$ cat src/hmlp_pkg.sv
// Shared constants, types and hash function for the linear-probe hash table
package hmlp_pkg;

  localparam int Capacity = 1024;
  localparam int IdxW = $clog2(Capacity);
  localparam int CntW = $clog2(Capacity + 1);

  localparam logic [31:0] FnvOffset = 32'd2166136261;
  localparam logic [31:0] FnvPrime = 32'd16777619;

  localparam logic [1:0] CmdInsert = 2'd0;
  localparam logic [1:0] CmdLookup = 2'd1;
  localparam logic [1:0] CmdRemove = 2'd2;

  localparam logic [1:0] StEmpty = 2'd0;
  localparam logic [1:0] StLive = 2'd1;
  localparam logic [1:0] StTomb = 2'd2;

  // Controller to datapath
  typedef struct packed {
    logic load;       // capture request
    logic hash_step;  // one FNV byte round
    logic set_home;   // probe index := hash mod capacity
    logic rd;         // issue slot read at probe index
    logic advance;    // step probe index, count
    logic note_tomb;  // remember current index as first tombstone
    logic wr_live;    // write key/value live at target
    logic wr_val;     // update value at probe index
    logic wr_tomb;    // mark probe index tombstone
    logic use_tomb;   // target is remembered tombstone
    logic clr_busy;   // sweep: clear status at sweep index
    logic res_load;   // capture result
    logic res_found;
    logic res_value;  // result value from read data
    logic res_full;
  } ctl_t;

  // Datapath to controller
  typedef struct packed {
    logic [1:0] cmd;
    logic [1:0] st;       // registered status of slot read
    logic       key_eq;   // registered key matches request
    logic       last;     // probe count reached capacity - 1 (last probe)
    logic       hash_done;
    logic       have_tomb;
    logic       sweep_done;
  } sts_t;

  // One FNV-1a round over one byte
  function automatic logic [31:0] fnv_round(input logic [31:0] h, input logic [7:0] b);
    logic [31:0] x;
    x = h ^ {24'd0, b};
    return x * FnvPrime;
  endfunction

endpackage

$ cat src/hmlp_ctrl.sv
// Controller: sequences clear sweep, hashing, probe walk and result handshake
module hmlp_ctrl (
  input  logic           clk,
  input  logic           rst,
  input  logic           in_valid,
  output logic           in_stall,
  output logic           out_valid,
  input  logic           out_stall,
  output hmlp_pkg::ctl_t ctl,
  input  hmlp_pkg::sts_t sts
);

  localparam logic [2:0] S_CLEAR = 3'd0;
  localparam logic [2:0] S_IDLE  = 3'd1;
  localparam logic [2:0] S_HASH  = 3'd2;
  localparam logic [2:0] S_READ  = 3'd3;
  localparam logic [2:0] S_EVAL  = 3'd4;
  localparam logic [2:0] S_OUT   = 3'd5;

  logic [2:0] state;
  logic [2:0] state_next;
  logic       out_valid_next;
  logic       live;
  logic       empty;

  assign live = (sts.st == hmlp_pkg::StLive);
  assign empty = (sts.st == hmlp_pkg::StEmpty);
  assign in_stall = (state != S_IDLE) || (out_valid && out_stall);

  always_comb begin
    ctl = '0;
    state_next = state;
    out_valid_next = out_valid && out_stall;
    case (state)
      S_CLEAR: begin
        ctl.clr_busy = 1'b1;
        if (sts.sweep_done) state_next = S_IDLE;
      end
      S_IDLE: begin
        if (in_valid && !in_stall) begin
          ctl.load = 1'b1;
          state_next = S_HASH;
        end
      end
      S_HASH: begin
        if (sts.hash_done) begin
          ctl.set_home = 1'b1;
          state_next = S_READ;
        end else begin
          ctl.hash_step = 1'b1;
        end
      end
      S_READ: begin
        ctl.rd = 1'b1;
        state_next = S_EVAL;
      end
      S_EVAL: begin
        state_next = S_OUT;
        ctl.res_load = 1'b1;
        if (sts.cmd == hmlp_pkg::CmdInsert) begin
          if (live && sts.key_eq) begin
            ctl.wr_val = 1'b1;
            ctl.res_found = 1'b1;
          end else if (empty) begin
            ctl.wr_live = 1'b1;
            ctl.use_tomb = sts.have_tomb;
          end else if (sts.last) begin
            if (sts.have_tomb || !live) begin
              ctl.wr_live = 1'b1;
              ctl.use_tomb = sts.have_tomb;
            end else begin
              ctl.res_full = 1'b1;
            end
          end else begin
            ctl.res_load = 1'b0;
            ctl.note_tomb = !live && !sts.have_tomb;
            ctl.advance = 1'b1;
            state_next = S_READ;
          end
        end else if (sts.cmd == hmlp_pkg::CmdLookup || sts.cmd == hmlp_pkg::CmdRemove) begin
          if (live && sts.key_eq) begin
            ctl.res_found = 1'b1;
            ctl.res_value = (sts.cmd == hmlp_pkg::CmdLookup);
            ctl.wr_tomb = (sts.cmd == hmlp_pkg::CmdRemove);
          end else if (!empty && !sts.last) begin
            ctl.res_load = 1'b0;
            ctl.advance = 1'b1;
            state_next = S_READ;
          end
        end
      end
      S_OUT: begin
        if (!(out_valid && out_stall)) begin
          out_valid_next = 1'b1;
          state_next = S_IDLE;
        end
      end
      default: state_next = S_IDLE;
    endcase
  end

  always_ff @(posedge clk) begin
    if (rst) begin
      state <= S_CLEAR;
      out_valid <= 1'b0;
    end else begin
      state <= state_next;
      out_valid <= out_valid_next;
    end
  end

  // A request is taken only in idle
  assert property (@(posedge clk) disable iff (rst)
    (in_valid && !in_stall) |=> (state == S_HASH))
    else $error("request accepted outside idle");
  // No request during the clearing pass
  assert property (@(posedge clk) disable iff (rst)
    (state == S_CLEAR) |-> in_stall)
    else $error("request possible during clear");
  // Memory writes never coincide with clearing
  assert property (@(posedge clk) disable iff (rst)
    ctl.clr_busy |-> !(ctl.wr_live || ctl.wr_tomb))
    else $error("write during clear");
  // A result is loaded only when the output register is free or in the evaluate state
  assert property (@(posedge clk) disable iff (rst)
    ctl.res_load |-> !(out_valid && out_stall) || state == S_EVAL)
    else $error("result overwrite");

endmodule
$ cat config.mk
export PLATFORM = sky130hd
export DESIGN_NAME = hmlp_ctrl
export DESIGN_NICKNAME = d
export VERILOG_FILES = /design/src/hmlp_pkg.sv /design/src/hmlp_ctrl.sv
export SDC_FILE = /design/constraint.sdc
export NUM_CORES = 1
export LEC_CHECK = 0
export BUFFER_PORTS_ARGS = -buffer_cell sky130_fd_sc_hd__clkbuf_2
export CAP_MARGIN = 15
export CORE_AREA = 4 4 41 43
export DETAILED_ROUTE_END_ITERATION = 16
export DIE_AREA = 0 0 45 47
export PLACE_DENSITY = 0.76
export SETUP_SLACK_MARGIN = 0.05
export SLEW_MARGIN = 20
export SYNTH_ARGS = -nofsm -noshare
export SYNTH_HDL_FRONTEND = slang
export SYNTH_SLANG_ARGS = --single-unit
export TNS_END_PERCENT = 100
$ cat constraint.sdc
create_clock -name clk -period 1.5 [get_ports clk]
set_clock_uncertainty 0.1 [all_clocks]
set_input_delay 0.15 -clock clk [delete_from_list [all_inputs] [get_ports clk]]
set_output_delay 0.15 -clock clk [all_outputs]
set_load 0.05 [all_outputs]
==> results.md, run 1 <==
Run status:
- The flow ran to the end, but the final reports show violations.
- The checks that failed: setup timing.

Critical path:
- The critical path goes through nor2_4, nand4_1, buf_6, nor3b_4, buf_8.
- STA classifies the critical path startpoint as a flop.
- The data required time at the worst endpoint is 1250 ps.
- The slowest library cell on the worst path is sky130_fd_sc_hd__dfxtp_2.
- STA classifies the critical path endpoint as an output port.
- The data arrival time at the worst-slack endpoint is 1420 ps.
- The reg-to-reg startpoint is state[0]$_SDFFE_PP0P_.
- The worst setup path is of the reg -> out kind.
- Counting cells, the worst reg-to-reg path comes to 5.
- In this run the register-to-register setup slack is 50 ps.
- The destination of the worst register-to-register timing path is state[1]$_SDFFE_PP0P_.
- On the worst path, the slowest cell contributes a delay of 340 ps.
- The largest driver fanout on the critical path is 4.

Logic synthesis:
- During synthesis, Yosys emitted a total of 0 warnings.
- The share of the Yosys chip area taken by registers is 0.159.
- The multiplexer fraction of the synthesized cell area is 0.0223.
- Of the total synthesized cell area, the portion taken by full adders, half adders and majority gates is 0.0744.
- After synthesis, the largest family of logic cells by area is simple AND/OR/NAND/NOR gates.
- In this run, synthesis inferred 0 flip-flops with an integrated enable.
- The most used flip-flop cell after synthesis is sky130_fd_sc_hd__dfxtp_1.
- The synthesized-area fraction occupied by ao, oa, aoi and oai cells is 0.199.
- In the synthesized netlist the async set-or-reset flop fraction comes to 0.
- The simple logic cell fraction of the synthesized area is 0.434.
- The post-synthesis instance total is 69.
- The distinct cell type count after synthesis is 31.
- The synthesized net count is 85.
- Of the total synthesized cell area, the portion taken by XOR and XNOR cells is 0.
- The count of state elements after synthesis is 4.
- In this run the cell area of the synthesized design comes to 504 um2.
- Dividing the synthesized area by the synthesized cell count gives 7.31 um2.

Placement:
- The number of placed instances, taps included, is 124.
- Summed over all nets, the half-perimeter wirelength after detailed placement is 1290 um.
- At the placement stage, the worst setup path has a slack of -55.2 ps.
- The number of I/O port buffers is 29.
- The final estimated routing congestion in global placement is 0.720.

Timing:
- The worst path in the final design needs a cycle of 1670 ps, including I/O delays and setup.
- The portion of the clock cycle consumed by the worst path in the final layout is 1.11.
- The final max-slew violation count is 0.
- The final number of hold-violating endpoints was 0.
- Final hold analysis gives a worst-case slack of 54.9 ps.
- The final critical-path setup slack is -170 ps.
- The worst relative slew slack is 0.752.
- The transition time at the pin with the least slew margin is 371 ps.
- The maximum clock frequency is 599 MHz.
- Setup violations remaining at the end of the flow were counted as 11.
- Setup repair after global routing could not meet its margin everywhere.

Power:
- VDD sags by at most 0.454 mV.
- In this run the static leakage power is 0.514 nW.
- In this run the power density over the cells is 450 nW/um2.
- Total power for the finished layout comes to 0.542 mW.

Global route:
- The number of antenna violations at the first check in global routing is 0.
- The via count of the first global-routing pass is 746.
- The maximum number of pins on one net before global-route repair is 11.
- The first global-routing pass estimated 3310 um of wire.
- The final global-route overflow total is 0.
- In the global route stage, overall resource usage came out at 0.220.

CTS:
- After clock tree synthesis, the clock-pin slew on the worst setup and hold paths is 40 ps.
- The root buffer cell is sky130_fd_sc_hd__clkbuf_4.
- The count of hold-fix buffers inserted at cts is 0.
- In this run, CTS created clock tree buffers numbering 3.
- The clock passes through at most 2 buffers.
- The clock latency on the worst-skew pair is 240 ps.
- In this run the number of H-tree levels came out at 1.
- Clock tree synthesis found a total of 4 sinks.
- TritonCTS built the clock tree.

Min path:
- The worst hold path begins at rst.
- In this run the worst hold path is classified as in -> reg.
- The hold-critical path depth is 2.
- The hold-critical path endpoint is state[1]$_SDFFE_PP0P_.

Cells and area:
- The area occupied by registers is 86.3 um2.
- The top cell types in the final layout, fill and taps aside, are sky130_fd_sc_hd__buf_4, sky130_fd_sc_hd__clkbuf_2, sky130_fd_sc_hd__buf_8.
- The area occupied by multi-input gates is 547 um2.
- The fraction of layout instances using a drive strength above 1 is 0.731.
- The number of nets in the layout is 137.
- For this run, the number of standard cells in the final layout without fillers is 134.
- The final-layout fill cell count is 52.
- The diode insertion count for antenna repair is 0.
- The area growth from synthesis to layout is 139%.
- The most common library cell in the layout ignoring fill and taps is sky130_fd_sc_hd__buf_4.
- Measured on the finished design, the core utilization comes to 0.925.

Routing:
- Dividing the detail-routed via count by the number of cells gives 5.84.
- The count of TritonRoute iterations in the first routing pass is 4.
- The detailed router finished its first iteration with 14 violations.
- In the routed design, unresolved DRC markers number 0.
- The detail-routed net length per standard cell is 19.9 um.
- The antenna violation net count after detailed routing is 0.
- The total via count after detailed routing is 782.
- Wires add up to 2660 um.

Floorplan:
- The initial utilization of the core area, before any placement, comes to 0.388.
- The core area is 1300 um2.
- The die covers 2120 um2.
- The die is 45 um wide.
- The number of placement rows is 13.
- The vertical die dimension is 47 um.
- During I/O placement, the number of pins put on the boundary was 30.

Run:
- Max-cap violations in this run came to 0.
per-layer routing:
metal  GRT usage  routed length (um)
met5           0                   0
met4      0.0819                 117
met3      0.0766                 214
met2       0.427                1460
met1       0.213                 871
worst max path at each step:
stage,start,endpoint,depth (start not counted)
finish,state[0]$_SDFFE_PP0P_,ctl[1],5
global route,state[0]$_SDFFE_PP0P_,ctl[1],5
floorplan,state[1]$_SDFFE_PP0P_,ctl[9],4
CTS,state[1]$_SDFFE_PP0P_,ctl[1],5
global placement,sts[7],ctl[3],7
detailed placement,sts[7],ctl[3],7
registers in the layout, summed over array words and instances, names as in the netlist:
register and flops:
state 3, out_valid 1
cell type report:
class,instances,area share
multi-input combinational,54,0.454
timing repair buffer,50,0.415
sequential,4,0.0717
inverter,8,0.0249
clock buffer,3,0.0187
tap,15,0.0156
per-stage QoR:
step | area (um2) | TNS [ps]
floorplan | 573 | -1740
global placement | 808 | -37.0
detailed placement | 808 | -55.2
CTS | 1080 | -312
global route | 1200 | -1940
finish | 1200 | -1040
logic make-up (layout without fill, tap and decap cells):
family,after synthesis,after routing
compound gates,15,15
buf+inv,11,61
fa+ha+maj,3,3
simple gates,35,35
flops,4,4
mux,1,1
report_power, final:
group	switching, mW	internal (mW)
registers	0.00650	0.110
logic	0.150	0.129
clock network	0.0564	0.0903
what timing repair did:
| item | CTS | global route |
|---|---|---|
| setup buffers | 6 | 1 |
| gates resized for setup | 44 | 33 |
| pin swaps | 10 | 12 |
| setup endpoints to repair | 16 | 17 |
worst max-delay path: cells and delay by family, from the launching register on:
family | cells | cell delay [ps]
DFF | 1 | 340
and+or+nand+nor | 3 | 500
buffers and inverters | 2 | 340
synthesized netlist by cell type (all sizes together), types with 2 or more instances:
cell type	count	area share
o21ai	3	0.030
buf	3	0.052
nor3b	3	0.067
a21oi	5	0.050
nor3	3	0.030
nor2b	4	0.050
dfxtp	4	0.16
nand2	7	0.052
ha	3	0.074
nand4	2	0.025
inv	8	0.060
nor2	7	0.067
nand3	3	0.050
Power figures use the tool's default switching activity.
==> run 2, diff against run 1 <==
--- a/config.mk
+++ b/config.mk
@@ -10,6 +10,7 @@
 export CORE_AREA = 4 4 41 43
 export DETAILED_ROUTE_END_ITERATION = 16
 export DIE_AREA = 0 0 45 47
+export HOLD_SLACK_MARGIN = 0.08
 export PLACE_DENSITY = 0.76
 export SETUP_SLACK_MARGIN = 0.05
 export SLEW_MARGIN = 20
==> results.md, run 2 <==
Run status:
- The halt point of the flow is global routing (5_1_grt).
- The flow did not finish.
- The first error in the log reads "[ERROR DPL-0033] detailed placement checks failed during check placement".

Floorplan:
- The die outline width is 45 um.
- The initial core utilization is 0.388.
- Pin placement for this block handled 30 I/O pins.
- The floorplan step set the die height to 47 um.
- Row generation in the floorplan step produced 13 rows.

Logic synthesis:
- In this run, synthesis produced a sequential element count of 4.
- The most area-hungry cell type in the Yosys netlist is sky130_fd_sc_hd__dfxtp_1.
- After synthesis the cells add up to 504 um2.
- Yosys mapped a number of flops with a built-in enable equal to 0.
- Of the synthesized area, sequential elements account for 0.159.
- The commonest register cell after synthesis is sky130_fd_sc_hd__dfxtp_1.
- The total number of yosys warnings is 0.
- The area share of the largest cell type after synthesis is 0.159.
- The synthesized net count is 85.
- The post-synthesis instance total is 69.
- The async set-reset flop share out of synthesis is 0.
- The synthesized netlist contains 31 unique library cells.
- Sorting the synthesized cells by how often they occur yields sky130_fd_sc_hd__inv_1, sky130_fd_sc_hd__nand2_1, sky130_fd_sc_hd__nor2_1.
- Among all cell types in the netlist, the one instantiated most often is sky130_fd_sc_hd__inv_1.
- Sorting the synthesized cells by area gives the leading types as sky130_fd_sc_hd__dfxtp_1, sky130_fd_sc_hd__ha_1, sky130_fd_sc_hd__inv_1, sky130_fd_sc_hd__nand2_1, sky130_fd_sc_hd__a21oi_1.
- A synthesized cell averages 7.31 um2.

CTS:
- The clock passes through at most 2 buffers.
- The number of buffers created by CTS is 3.
- The tree built by TritonCTS fans out to 4 sinks.
- In this run the number of H-tree levels came out at 1.
- The root buffer cell is sky130_fd_sc_hd__clkbuf_4.

Timing:
- The pin ending the worst setup path after global-route repair is ctl[1].
- After the last repair the worst path ends at a primary output.

Global route:
- The maximum number of pins on one net before global-route repair is 11.
- The number of antenna violations at the first check in global routing came to 0.

Placement:
- The final estimated routing congestion in global placement is 0.720.
- The number of cells after detailed placement is 124.
- Summing all placed instances gives a cell area of 808 um2.
- The HPWL reported at the end of detailed placement is 1290 um.
- During placement, the flow inserted port buffers numbering 29.
run 2: cell counts after synthesis:
No cell type changed its count.
run 2: cells by family after synthesis:
kind of cell,Yosys count,synth area share
simple gates,35,0.434
mux,1,0.0223
fa+ha+maj,3,0.0744
compound gates,15,0.199
buf+inv,11,0.112
flops,4,0.159
run 2: what timing repair did:
item | CTS
pin swaps | 10
gates resized for setup | 44
endpoints found under the setup margin | 16
hold buffers | 1
endpoints found under the hold margin | 3
gates cloned | 0
setup buffers | 6
run 2: stage by stage:
step	setup WS [ps]	TNS [ps]
after CTS	-97.0	-312
after detailed placement	-55.2	-55.2
after global placement	-37.0	-37.0
after floorplan	-377	-1740
==> run 3, diff against run 2 <==
--- a/config.mk
+++ b/config.mk
@@ -7,12 +7,10 @@
 export LEC_CHECK = 0
 export BUFFER_PORTS_ARGS = -buffer_cell sky130_fd_sc_hd__clkbuf_2
 export CAP_MARGIN = 15
-export CORE_AREA = 4 4 41 43
+export CORE_AREA = 4 4 65 67
 export DETAILED_ROUTE_END_ITERATION = 16
-export DIE_AREA = 0 0 45 47
-export HOLD_SLACK_MARGIN = 0.08
-export PLACE_DENSITY = 0.76
-export SETUP_SLACK_MARGIN = 0.05
+export DIE_AREA = 0 0 69 71
+export PLACE_DENSITY_LB_ADDON = 0.15
 export SLEW_MARGIN = 20
 export SYNTH_ARGS = -nofsm -noshare
 export SYNTH_HDL_FRONTEND = slang
==> results.md, run 3 (synthesis gave the netlist of run 1 again) <==
Run status:
- The run finished, with violations left.
- The checks that failed: setup timing.

Cells and area:
- The register ranked first by flip-flop count is state.
- The fraction of layout instances using a drive strength above 1 is 0.690.
- The largest registers in the layout are state: 3 flops, out_valid: 1 flops.
- In the layout the commonest cells are sky130_fd_sc_hd__buf_4, sky130_fd_sc_hd__clkbuf_2, sky130_fd_sc_hd__nand2_1.
- The number of flip-flops under the largest register name is 3.
- The most common library cell in the layout ignoring fill and taps is sky130_fd_sc_hd__buf_4.
- From synthesis to final layout, the design area changed by 121%.
- After the last flow step, the layout net total stands at 134.
- After routing the design area is 1110 um2.
- The diode insertion count for antenna repair is 0.

Placement:
- The placed cell area is 887 um2.
- The final estimated routing congestion in global placement is 0.657.
- Detailed placement finished with a half-perimeter wire length of 1410 um.
- The pre-CTS worst setup slack is -27.6 ps.
- The number of I/O port buffers is 29.

CTS:
- The TritonCTS sink count is 4.
- TritonCTS built the clock tree.
- The clock slew seen by the registers of the worst setup and hold paths is 30 ps.
- In this run the deepest clock path goes through 2 buffers.
- The number of H-tree levels is 1.
- Hold repair after CTS inserted 0 buffers.
- The clock latency on the worst-skew pair is 220 ps.
- Counting the buffers created by CTS gives 3.
- The tree is rooted in a sky130_fd_sc_hd__clkbuf_8.

Run:
- The tool flagged a number of max-cap violations equal to 0.

Routing:
- After detailed routing, the total wire length is 1750 um.
- The count of TritonRoute iterations in the first routing pass is 4.
- The routed layout has 660 vias.
- Dividing the detail-routed wire length by the instance count gives 10.7 um.
- In this run, the number of DRC markers left after iteration 0 of detailed routing was 15.
- In the routed design, unresolved DRC markers number 0.
- The average vias per placed instance is 4.02.
- The antenna violation net count after detailed routing is 0.

Global route:
- In the global route stage, overall resource usage came out at 0.0759.
- The total overflow left after global routing is 0.
- The via count of the first global-routing pass is 663.
- The number of antenna violations at the first check in global routing is 0.
- The maximum number of pins on one net before global-route repair is 9.
- The first global-routing pass estimated 2970 um of wire.

Critical path:
- The startpoint kind of the worst setup timing path is a flop.
- Data on the critical path is required at its endpoint by 1250 ps.
- The top cell family by delay on the critical path is simple AND/OR/NAND/NOR gates.
- The critical path goes through nor2_4, nand4_1, buf_6, nor3b_4, buf_8.
- For the worst setup path, the data arrival time is 1310 ps.
- The critical path capture point type is an output port.
- The buffering stage count on the worst path with inverters included is 2.
- Of all nets on the critical path, the largest fanout is 4.
- The delay of the slowest critical-path stage is 330 ps.
- Among all stages on the critical path, the largest delay is contributed by sky130_fd_sc_hd__dfxtp_2.
- The critical setup path kind is reg -> out.

Power:
- Of the total power, the clock network draws 0.407.
- The share of power burned in registers is 0.208.
- The share of total power in combinational logic is 0.384.
- The net switching power figure is 0.179 mW.
- The static leakage power is 0.473 nW.
- The fraction of power spent switching nets is 0.319.
- The areal power density over the cells is 504 nW/um2.
- The maximum vdd ir drop is 0.267 mV.
- The internal portion of the total power is 0.383 mW.

Floorplan:
- The number of primary I/O pins is 30.
- The initial core utilization is 0.139.
- The die outline width is 69 um.
- The vertical die dimension is 71 um.
- The die covers 4900 um2.
- The number of placement rows is 22.
- In this run the standard cell core region covers 3630 um2.

Timing:
- Dividing the final minimum period by the clock period gives 1.04.
- The final number of hold-violating endpoints is 0.
- Setup repair after global routing could not meet its margin everywhere.
- The maximum clock frequency is 640 MHz.
- The final critical-path setup slack is -62.2 ps.
- The final max-slew violation count is 0.
- The time the worst path needs with I/O delays and setup is 1560 ps.
- For the pin with the worst max-slew slack, the measured transition is 277 ps.
- The worst relative slew slack is 0.816.
- Setup violations remaining at the end of the flow were counted as 4.

Min path:
- The worst hold path belongs to the class in -> reg.
run 3: final timing paths:
check / depth (start not counted) / end / slack (ps) / start
setup / recovery: 5 / ctl[1] / -60 / state[1]$_SDFFE_PP0P_
hold / removal: 2 / state[1]$_SDFFE_PP0P_ / 90 / rst
setup reg to reg: 5 / state[1]$_SDFFE_PP0P_ / 110 / state[2]$_SDFFE_PP0P_
hold reg to reg: 2 / state[2]$_SDFFE_PP0P_ / 500 / out_valid$_SDFF_PP0_
run 3: through the flow:
stage / cells / setup TNS [ps] / utilization / hold WS (ps) / total power, mW
after floorplan: 69 / -1740 / - / 115 / 0.233
after global placement: 157 / -17.7 / 0.244 / 298 / 0.298
after detailed placement: 157 / -27.6 / 0.244 / 305 / 0.300
after CTS: 162 / -251 / 0.293 / 80.9 / 0.554
after global routing: 164 / -582 / 0.307 / 107 / 0.601
final: 164 / -175 / 0.307 / 92.2 / 0.562
run 3: layout make-up:
type                            count  area [um2]
Fill cell                         402        2520
Timing Repair Buffer               47         423
Inverter                            8        30.0
Tap cell                           48        60.1
Clock buffer                        3        41.3
Sequential cell                     4        83.8
Multi-Input combinational cell     54         477
run 3: power by group through the flow:
stage          Sequential (mW)  Clock (mW)  Combinational, mW
2_1_floorplan            0.115           0              0.118
6_report                 0.117       0.229              0.216
3_5_place_dp             0.117           0              0.182
3_3_place_gp             0.117           0              0.181
4_1_cts                  0.117       0.233              0.204
5_1_grt                  0.117       0.247              0.237
run 3: worst register-to-register path: cells and delay by family (launching register included):
family | cells | cell delay [ps]
AO/OA/AOI/OAI | 1 | 250
buffers and inverters | 2 | 290
flip-flops | 1 | 330
AND/OR/NAND/NOR | 2 | 320
run 3: repair_timing:
| item | CTS | global route |
|---|---|---|
| pin swaps | 8 | 4 |
| resized for setup | 28 | 17 |
| endpoints found under the setup margin | 15 | 16 |
| buffers inserted | 2 | 2 |
run 3: metal layers:
| metal | share of wire | routed length [um] | track usage |
|---|---|---|---|
| met1 | 0.38 | 665 | 0.0822 |
| met2 | 0.57 | 995 | 0.136 |
| met3 | 0.041 | 71 | 0.0241 |
| met4 | 0.011 | 19 | 0.0325 |
| met5 | 0 | 0 | 0 |
